$ cat src/hdl/llfr_pkg.sv
// ----------------------------------------------------------------------------
// llfr_pkg
// widths, register indexes, reset values and types of the frame receiver
// ----------------------------------------------------------------------------
package llfr_pkg;

  localparam int SAMPLE_W   = 10;
  localparam int DATA_W     = 4;
  localparam int PRE_W      = 4;
  localparam int MARGIN_W   = 10;
  localparam int S_TDATA_W  = 16;
  localparam int M_TDATA_W  = 8;
  localparam int CFG_ADDR_W = 2;
  localparam int CFG_DATA_W = 10;

  // register indexes
  localparam logic [CFG_ADDR_W-1:0] REG_PREAMBLE     = 2'd0;
  localparam logic [CFG_ADDR_W-1:0] REG_NOISE_MARGIN = 2'd1;
  localparam logic [CFG_ADDR_W-1:0] REG_INITIAL_MEAN = 2'd2;

  // reset values
  localparam logic [PRE_W-1:0]    RST_PREAMBLE     = 4'd5;
  localparam logic [MARGIN_W-1:0] RST_NOISE_MARGIN = 10'd5;
  localparam logic [SAMPLE_W-1:0] RST_INITIAL_MEAN = 10'd520;

  typedef struct packed {
    logic              emit;
    logic [DATA_W-1:0] data_word;
    logic              accepted;
  } frame_res_t;

endpackage

$ cat src/hdl/llfr_mean.sv
// ----------------------------------------------------------------------------
// llfr_mean
// block mean tracker: sums a window of samples, divides on the extra sample
// ----------------------------------------------------------------------------
module llfr_mean #(
  parameter int AVG_WINDOW = 20
) (
  input  logic                          clk,
  input  logic                          rst,
  input  logic                          advance,
  input  logic [llfr_pkg::SAMPLE_W-1:0] sample,
  input  logic                          load_en,
  input  logic [llfr_pkg::SAMPLE_W-1:0] load_value,
  output logic [llfr_pkg::SAMPLE_W-1:0] mean_cur
);

  localparam int SUM_W   = llfr_pkg::SAMPLE_W + $clog2(AVG_WINDOW);
  localparam int CNT_W   = $clog2(AVG_WINDOW + 1);
  localparam int LOG_W   = $clog2(AVG_WINDOW);
  localparam int SHIFT   = SUM_W + LOG_W;
  localparam int RECIP_W = SUM_W + 1;
  localparam int PROD_W  = SUM_W + RECIP_W;
  // ceil(2^SHIFT / AVG_WINDOW) gives an exact floor quotient for any sum
  localparam logic [RECIP_W-1:0] RECIP =
    RECIP_W'(((longint'(1) << SHIFT) + longint'(AVG_WINDOW) - 1) / longint'(AVG_WINDOW));

  logic [SUM_W-1:0]               window_sum;
  logic [CNT_W-1:0]               window_count;
  logic [llfr_pkg::SAMPLE_W-1:0]  mean_level;
  logic [PROD_W-1:0]              prod;
  logic [llfr_pkg::SAMPLE_W-1:0]  quotient;
  logic                           window_full;

  assign window_full = (window_count == CNT_W'(AVG_WINDOW));
  assign prod        = PROD_W'(window_sum) * PROD_W'(RECIP);
  assign quotient    = prod[SHIFT +: llfr_pkg::SAMPLE_W];
  assign mean_cur    = window_full ? quotient : mean_level;

  always_ff @(posedge clk) begin
    if (rst) begin
      window_sum   <= '0;
      window_count <= '0;
      mean_level   <= llfr_pkg::RST_INITIAL_MEAN;
    end else begin
      if (advance) begin
        if (window_full) begin
          mean_level   <= quotient;
          window_sum   <= '0;
          window_count <= '0;
        end else begin
          window_sum   <= window_sum + SUM_W'(sample);
          window_count <= window_count + CNT_W'(1);
        end
      end
      if (load_en) begin
        mean_level <= load_value;
      end
    end
  end

endmodule

$ cat src/hdl/llfr_framer.sv
// ----------------------------------------------------------------------------
// llfr_framer
// slicer, preamble search, data capture and frame checks
// ----------------------------------------------------------------------------
module llfr_framer #(
  parameter int FRAME_BITS = 4
) (
  input  logic                          clk,
  input  logic                          rst,
  input  logic                          advance,
  input  logic [llfr_pkg::SAMPLE_W-1:0] sample,
  input  logic [llfr_pkg::SAMPLE_W-1:0] mean_cur,
  input  logic [llfr_pkg::PRE_W-1:0]    preamble,
  input  logic [llfr_pkg::MARGIN_W-1:0] margin,
  output llfr_pkg::frame_res_t          res
);

  localparam int IDX_W = (FRAME_BITS > 4) ? $clog2(FRAME_BITS) : 2;
  localparam int EXT_W = (FRAME_BITS > llfr_pkg::DATA_W) ? FRAME_BITS : llfr_pkg::DATA_W;
  localparam logic [IDX_W-1:0] LAST_IDX = IDX_W'(FRAME_BITS - 1);
  localparam logic [IDX_W-1:0] PRE_LAST = IDX_W'(llfr_pkg::PRE_W - 1);
  localparam logic [1:0]       PRE_TOP  = 2'(llfr_pkg::PRE_W - 1);

  logic                          capturing;
  logic [IDX_W-1:0]              bit_index;
  logic [FRAME_BITS-1:0]         captured_bits;
  logic                          bit_val;
  logic                          expect_bit;
  logic [FRAME_BITS-1:0]         cap_shift;
  logic [EXT_W-1:0]              cap_ext;
  logic                          pairs_ok;
  logic [llfr_pkg::SAMPLE_W-1:0] distance;

  assign bit_val    = (sample > mean_cur);
  assign expect_bit = preamble[PRE_TOP - bit_index[1:0]];
  assign cap_shift  = {captured_bits[FRAME_BITS-2:0], bit_val};
  assign cap_ext    = EXT_W'(cap_shift);
  assign distance   = (sample > mean_cur) ? (sample - mean_cur) : (mean_cur - sample);

  // bits pair up in arrival order, oldest bit at the top
  always_comb begin
    pairs_ok = ((FRAME_BITS % 2) == 0);
    for (int k = 0; k < FRAME_BITS / 2; k++) begin
      if (cap_shift[FRAME_BITS-1-2*k] != cap_shift[FRAME_BITS-2-2*k]) begin
        pairs_ok = 1'b0;
      end
    end
  end

  always_comb begin
    res.emit      = capturing && (bit_index == LAST_IDX);
    res.data_word = cap_ext[llfr_pkg::DATA_W-1:0];
    res.accepted  = pairs_ok && !(^cap_shift) && (distance >= margin);
  end

  always_ff @(posedge clk) begin
    if (rst) begin
      capturing     <= 1'b0;
      bit_index     <= '0;
      captured_bits <= '0;
    end else if (advance) begin
      if (!capturing) begin
        if (bit_val == expect_bit) begin
          if (bit_index == PRE_LAST) begin
            capturing     <= 1'b1;
            bit_index     <= '0;
            captured_bits <= '0;
          end else begin
            bit_index <= bit_index + IDX_W'(1);
          end
        end else begin
          bit_index <= '0;
        end
      end else begin
        captured_bits <= cap_shift;
        if (bit_index == LAST_IDX) begin
          capturing <= 1'b0;
          bit_index <= '0;
        end else begin
          bit_index <= bit_index + IDX_W'(1);
        end
      end
    end
  end

endmodule

$ cat src/hdl/light_link_frame_receiver.sv
// ----------------------------------------------------------------------------
// light_link_frame_receiver
// on-off keyed light receiver with block-mean threshold and preamble search
// ----------------------------------------------------------------------------
//  channel  | dir | signals                          | content
//  ---------+-----+----------------------------------+---------------------------
//  s_axis   | in  | s_tvalid s_tready s_tdata[15:0]  | one sensor sample per word
//  m_axis   | out | m_tvalid m_tready m_tdata[7:0]   | one word per captured frame
//           |     | m_tuser                          | frame check passed
//  cfg      | in  | cfg_we cfg_addr cfg_wdata        | preamble, margin, init mean
//
//  one sample per cycle sustained while no frame word is stalled; a sample is
//  processed while it sits in the input register, and a closing sample loads
//  its frame word into the result register as it is processed. the path is the
//  window-sum reciprocal multiply, the slice compare and the frame checks.
//  rst is synchronous and clears the valid flags, the mean and framer state and config.
//  a stalled result only holds back a sample that would produce another one.
// ----------------------------------------------------------------------------
module light_link_frame_receiver #(
  parameter int AVG_WINDOW = 20,
  parameter int FRAME_BITS = 4
) (
  input  logic                            clk,
  input  logic                            rst,
  // sample stream
  input  logic                            s_tvalid,
  output logic                            s_tready,
  input  logic [llfr_pkg::S_TDATA_W-1:0]  s_tdata,   // [9:0] sample
  // frame stream
  output logic                            m_tvalid,
  input  logic                            m_tready,
  output logic [llfr_pkg::M_TDATA_W-1:0]  m_tdata,   // [3:0] data_word
  output logic                            m_tuser,   // [0] accepted
  // register writes
  input  logic                            cfg_we,
  input  logic [llfr_pkg::CFG_ADDR_W-1:0] cfg_addr,
  input  logic [llfr_pkg::CFG_DATA_W-1:0] cfg_wdata
);

  // input register
  logic                          in_v;
  logic [llfr_pkg::SAMPLE_W-1:0] in_sample;

  // result register
  logic                          out_v;
  logic [llfr_pkg::DATA_W-1:0]   out_data;
  logic                          out_acc;

  // config registers
  logic [llfr_pkg::PRE_W-1:0]    preamble;
  logic [llfr_pkg::MARGIN_W-1:0] margin;

  logic                          advance;
  logic                          out_free;
  logic                          mean_load;
  logic [llfr_pkg::SAMPLE_W-1:0] mean_cur;
  llfr_pkg::frame_res_t          res;

  // a sample that ends a frame waits only for a free result slot
  assign out_free  = !out_v || m_tready;
  assign advance   = in_v && (!res.emit || out_free);
  assign s_tready  = !in_v || advance;
  assign mean_load = cfg_we && (cfg_addr == llfr_pkg::REG_INITIAL_MEAN);

  assign m_tvalid = out_v;
  assign m_tdata  = llfr_pkg::M_TDATA_W'(out_data);
  assign m_tuser  = out_acc;

  llfr_mean #(
    .AVG_WINDOW (AVG_WINDOW)
  ) u_mean (
    .clk        (clk),
    .rst        (rst),
    .advance    (advance),
    .sample     (in_sample),
    .load_en    (mean_load),
    .load_value (cfg_wdata[llfr_pkg::SAMPLE_W-1:0]),
    .mean_cur   (mean_cur)
  );

  llfr_framer #(
    .FRAME_BITS (FRAME_BITS)
  ) u_framer (
    .clk      (clk),
    .rst      (rst),
    .advance  (advance),
    .sample   (in_sample),
    .mean_cur (mean_cur),
    .preamble (preamble),
    .margin   (margin),
    .res      (res)
  );

  // input register, refilled in the same cycle it drains
  always_ff @(posedge clk) begin
    if (rst) begin
      in_v <= 1'b0;
    end else if (s_tvalid && s_tready) begin
      in_v <= 1'b1;
    end else if (advance) begin
      in_v <= 1'b0;
    end
  end

  always_ff @(posedge clk) begin
    if (s_tvalid && s_tready) begin
      in_sample <= s_tdata[llfr_pkg::SAMPLE_W-1:0];
    end
  end

  // result register
  always_ff @(posedge clk) begin
    if (rst) begin
      out_v <= 1'b0;
    end else if (advance && res.emit) begin
      out_v <= 1'b1;
    end else if (m_tready) begin
      out_v <= 1'b0;
    end
  end

  always_ff @(posedge clk) begin
    if (advance && res.emit) begin
      out_data <= res.data_word;
      out_acc  <= res.accepted;
    end
  end

  // config writes; unused index is ignored
  always_ff @(posedge clk) begin
    if (rst) begin
      preamble <= llfr_pkg::RST_PREAMBLE;
      margin   <= llfr_pkg::RST_NOISE_MARGIN;
    end else if (cfg_we) begin
      case (cfg_addr)
        llfr_pkg::REG_PREAMBLE:     preamble <= cfg_wdata[llfr_pkg::PRE_W-1:0];
        llfr_pkg::REG_NOISE_MARGIN: margin   <= cfg_wdata[llfr_pkg::MARGIN_W-1:0];
        default: ;
      endcase
    end
  end

endmodule

$ cat config.mk
export PLATFORM = sky130hd
export DESIGN_NAME = light_link_frame_receiver
export DESIGN_NICKNAME = d
export VERILOG_FILES = /design/src/hdl/llfr_pkg.sv /design/src/hdl/llfr_mean.sv /design/src/hdl/llfr_framer.sv /design/src/hdl/light_link_frame_receiver.sv
export SDC_FILE = /design/constraint.sdc
export NUM_CORES = 1
export LEC_CHECK = 0
export CORE_MARGIN = 2
export CORE_UTILIZATION = 65
export DETAILED_ROUTE_END_ITERATION = 16
export DONT_BUFFER_PORTS = 1
export PLACE_DENSITY = 0.82
export SETUP_SLACK_MARGIN = 0.02
export SYNTH_ARGS = -nofsm -noshare
export SYNTH_HDL_FRONTEND = slang
export SYNTH_SLANG_ARGS = --single-unit
$ cat constraint.sdc
create_clock -name clk -period 10.2 [get_ports clk]
set_input_delay 0.51 -clock clk [delete_from_list [all_inputs] [get_ports clk]]
set_output_delay 0.51 -clock clk [all_outputs]
set_load 0.01 [all_outputs]
==> summary.md <==
| Metric | Value |
|---|---|
| GRT met1 Usage | `0.382` |
| Initial antenna violation count | `0` |
| Number of port buffers | `0` |
| DP Worst Slack | `0.830 ns` |
| Max-cap violations | `0` |
| CP max FO | `16` |
| Post-synth EDFFs | `15` |
| Final non-filler cell total | `1002` |
| Post-Synthesis Cells | `867` |
| Avg Inst Size Synth | `9.09 sq um` |
| Slew margin rel. | `0.266` |
| DIE AREA | `13000 sq um` |
| Routability cong. | `0.950` |
| Antenna diode count | `0` |
| CP required | `10.30 ns` |
| Worst skew pair latency | `0.35 ns` |
| Leading post-synthesis cells by cell area | `ha_1, fa_1, dfxtp_1, edfxtp_1, inv_1` |
| Vias | `6137` |
| Initial Util | `0.662` |
| Crit-path max cell delay | `0.59 ns` |
| H-tree level count | `3` |
| Combinational share of power | `0.417` |
| WS Path Type | `reg -> reg` |
| Placed Cells | `986` |
| Period minus WS final | `9.52 ns` |
| Core footprint | `11900 sq um` |
| Die H | `114 um` |
| CTS Buffer Depth | `2` |
| Fmax | `105 MHz` |
| CTS clk-pin slew, worst paths | `0.06 ns` |
| Root buf cell | `clkbuf_16` |
| Die X | `114 um` |
| WL/cell | `17.7 um` |
| Final core occ | `0.693` |
| Asr flop ratio synth | `0` |
| Max-slew violation count | `0` |
| Launch point of the worst path | `u_mean.window_sum[6]$_SDFFE_PP0P_` |
| # setup viols final | `0` |
| Hold Slack | `0.236 ns` |
| Status | `finished, final reports clean` |
| Post-CTS Hold Buffers | `0` |
| Synth cell types | `71` |
| DR DRC count | `0` |
| Post-Syn Area | `7890 sq um` |
| Worst slew pin tran | `1.10 ns` |
| Commonest cells in the synthesized netlist | `ha_1, inv_1, nor2_1` |
| Worst Reg-to-Reg Cells | `40` |
| Switching pwr | `0.400 mW` |
| Worst Skew | `0.00618 ns` |
| Final Hold Fails | `0` |
| Clk sinks | `67` |
| RSZ-0062 raised after global routing | `false` |
| Yosys top cell by area | `ha_1` |
| First-pass GRT wire length | `30700 um` |
| Leakage Power | `4.34 nW` |
| Share of cells above drive strength 1 | `0.0339` |
| Placed instance area | `7940 sq um` |
| VDD IR-drop max | `111 uV` |
| WL final | `17800 um` |
| CTS tree | `yes` |
| Pwr Total | `1.09 mW` |
| Critical Path Sink | `m_tuser$_DFFE_PP_` |
| Top-count cell post-synth | `ha_1` |
| Post CTS Setup Buffer Count | `0` |
| Worst Hold Class | `in -> reg` |
| Tot GR Track Use | `0.299` |
| Detailed Place HPWL | `14600 um` |
| Final Cycle Share | `0.933` |
| Min-delay src | `rst` |
| Top FF cell, synth | `dfxtp_1` |
| YS warnings | `0` |
| Number of CTS-inserted buffers | `9` |
| Final WS setup | `0.683 ns` |
| First drt pass iteration count | `5` |
| Layout area overhead | `4.70%` |
| Design Area, Final | `8260 sq um` |
| Layer carrying the most global-route usage | `met2` |
| Worst R2R Start | `u_mean.window_sum[6]$_SDFFE_PP0P_` |
| Sequential fraction of the synthesis area | `0.189` |
| GR met2 Demand/Resource | `0.494` |
| Vias in the first global route | `6444` |
| Largest net degree at the start of global routing | `46` |
| Share of the synthesized area in the top cell type | `0.235` |
| Clk pwr share | `0.303` |
| Met3 global-route usage | `0.0688` |
| Total internal power | `0.690 mW` |
| Grt total ovfl | `0` |
| Synth Register Bits | `67` |
| DR iter-0 viols | `434` |
| Most frequent CP cell | `a21o_1` |
| Reg power frac | `0.280` |
| Worst reg2reg setup slack | `0.68 ns` |
| Post-CTS sizing | `0` |
| PD cells | `132 nW/um^2` |
| Rows | `40` |
| Critical path arrival | `9.61 ns` |
| Sw Ratio | `0.367` |
| Setup_tns | `0 ns` |
| Boundary Pins | `44` |
| Crit-path slowest cell | `dfxtp_1` |
| Fin nets | `1090` |
| Final ANT Viol Nets | `0` |
| CP Launch Type | `flip-flop` |
| Vias per inst | `6.12` |
| Reg-to-Reg End | `m_tuser$_DFFE_PP_` |
| Setup crit end kind | `flip-flop` |
-- cells by family (layout without fill, tap and decap cells) --
group           after synthesis  after routing  synth area share
other cells                   1              4          0.000476
buf+inv                     150            135            0.0754
compound gates              183            183             0.155
simple gates                200            200             0.124
mux                          20             20            0.0270
fa+ha+maj                   207            207             0.385
xor+xnor                     39             39            0.0443
flops                        67             67             0.189
-- cell usage in the layout (no fill, tap or decap), drive strengths merged, types with 21 or more instances in the layout --
cell type  count
ha           148
inv          117
nor2          70
a21oi         60
fa            59
dfxtp         52
nand2         43
a21o          27
o21ai         23
xnor2         21
-- final cells by class --
class	instances	area [sq um]
Fill cell	912	3660
Inverter	117	439
Timing Repair Buffer	2	15.0
Clock buffer	13	272
Tap cell	147	184
Multi-Input combinational cell	653	5810
Sequential cell	67	1490
Clock inverter	3	43.8
-- metal layers --
| metal | part of all wire | routed length (um) |
|---|---|---|
| met1 | 0.44 | 7730 |
| met2 | 0.47 | 8410 |
| met3 | 0.060 | 1060 |
| met4 | 0.031 | 550 |
| met5 | 0 | 0 |
-- power by group through the flow --
stage | sequential [mW] | clock (mW) | combinational (mW)
2_1_floorplan | 0.303 | 0 | 0.355
3_3_place_gp | 0.309 | 0 | 0.426
3_5_place_dp | 0.310 | 0 | 0.445
4_1_cts | 0.304 | 0.334 | 0.452
5_1_grt | 0.306 | 0.347 | 0.520
6_report | 0.305 | 0.330 | 0.454
-- worst max-delay path, delay by kind of cell (launching register included) --
| kind | cells | cell delay (ns) |
|---|---|---|
| muxes | 1 | 0.24 |
| adders and majority gates | 10 | 4.01 |
| and+or+nand+nor | 7 | 0.75 |
| DFF | 1 | 0.59 |
| buffers and inverters | 6 | 0.69 |
| xor gates and xnor gates | 2 | 0.35 |
| AOI/OAI and AO/OA | 14 | 2.58 |
-- state kept, by name, indices dropped and copies added (netlist names) --
register,count
m_tvalid,1
in_v,1
u_framer.captured_bits,3
m_tuser,1
in_sample,10
u_mean.mean_level,10
preamble,4
u_mean.window_count,5
u_framer.bit_index,2
u_framer.capturing,1
u_mean.window_sum,15
margin,10
out_data,4
-- how the worst min path moves through the flow --
stage	to	slack, ns	depth (start not counted)
floorplan	margin[0]$_SDFFE_PP1P_	0.44	1
global placement	margin[0]$_SDFFE_PP1P_	0.45	1
detailed placement	margin[0]$_SDFFE_PP1P_	0.47	1
CTS	u_framer.captured_bits[0]$_SDFFE_PP0P_	0.22	1
global route	u_mean.window_count[0]$_SDFFE_PP0P_	0.22	1
finish	u_mean.window_count[1]$_SDFFE_PP0P_	0.24	1
(Power assumes the default switching activity.)
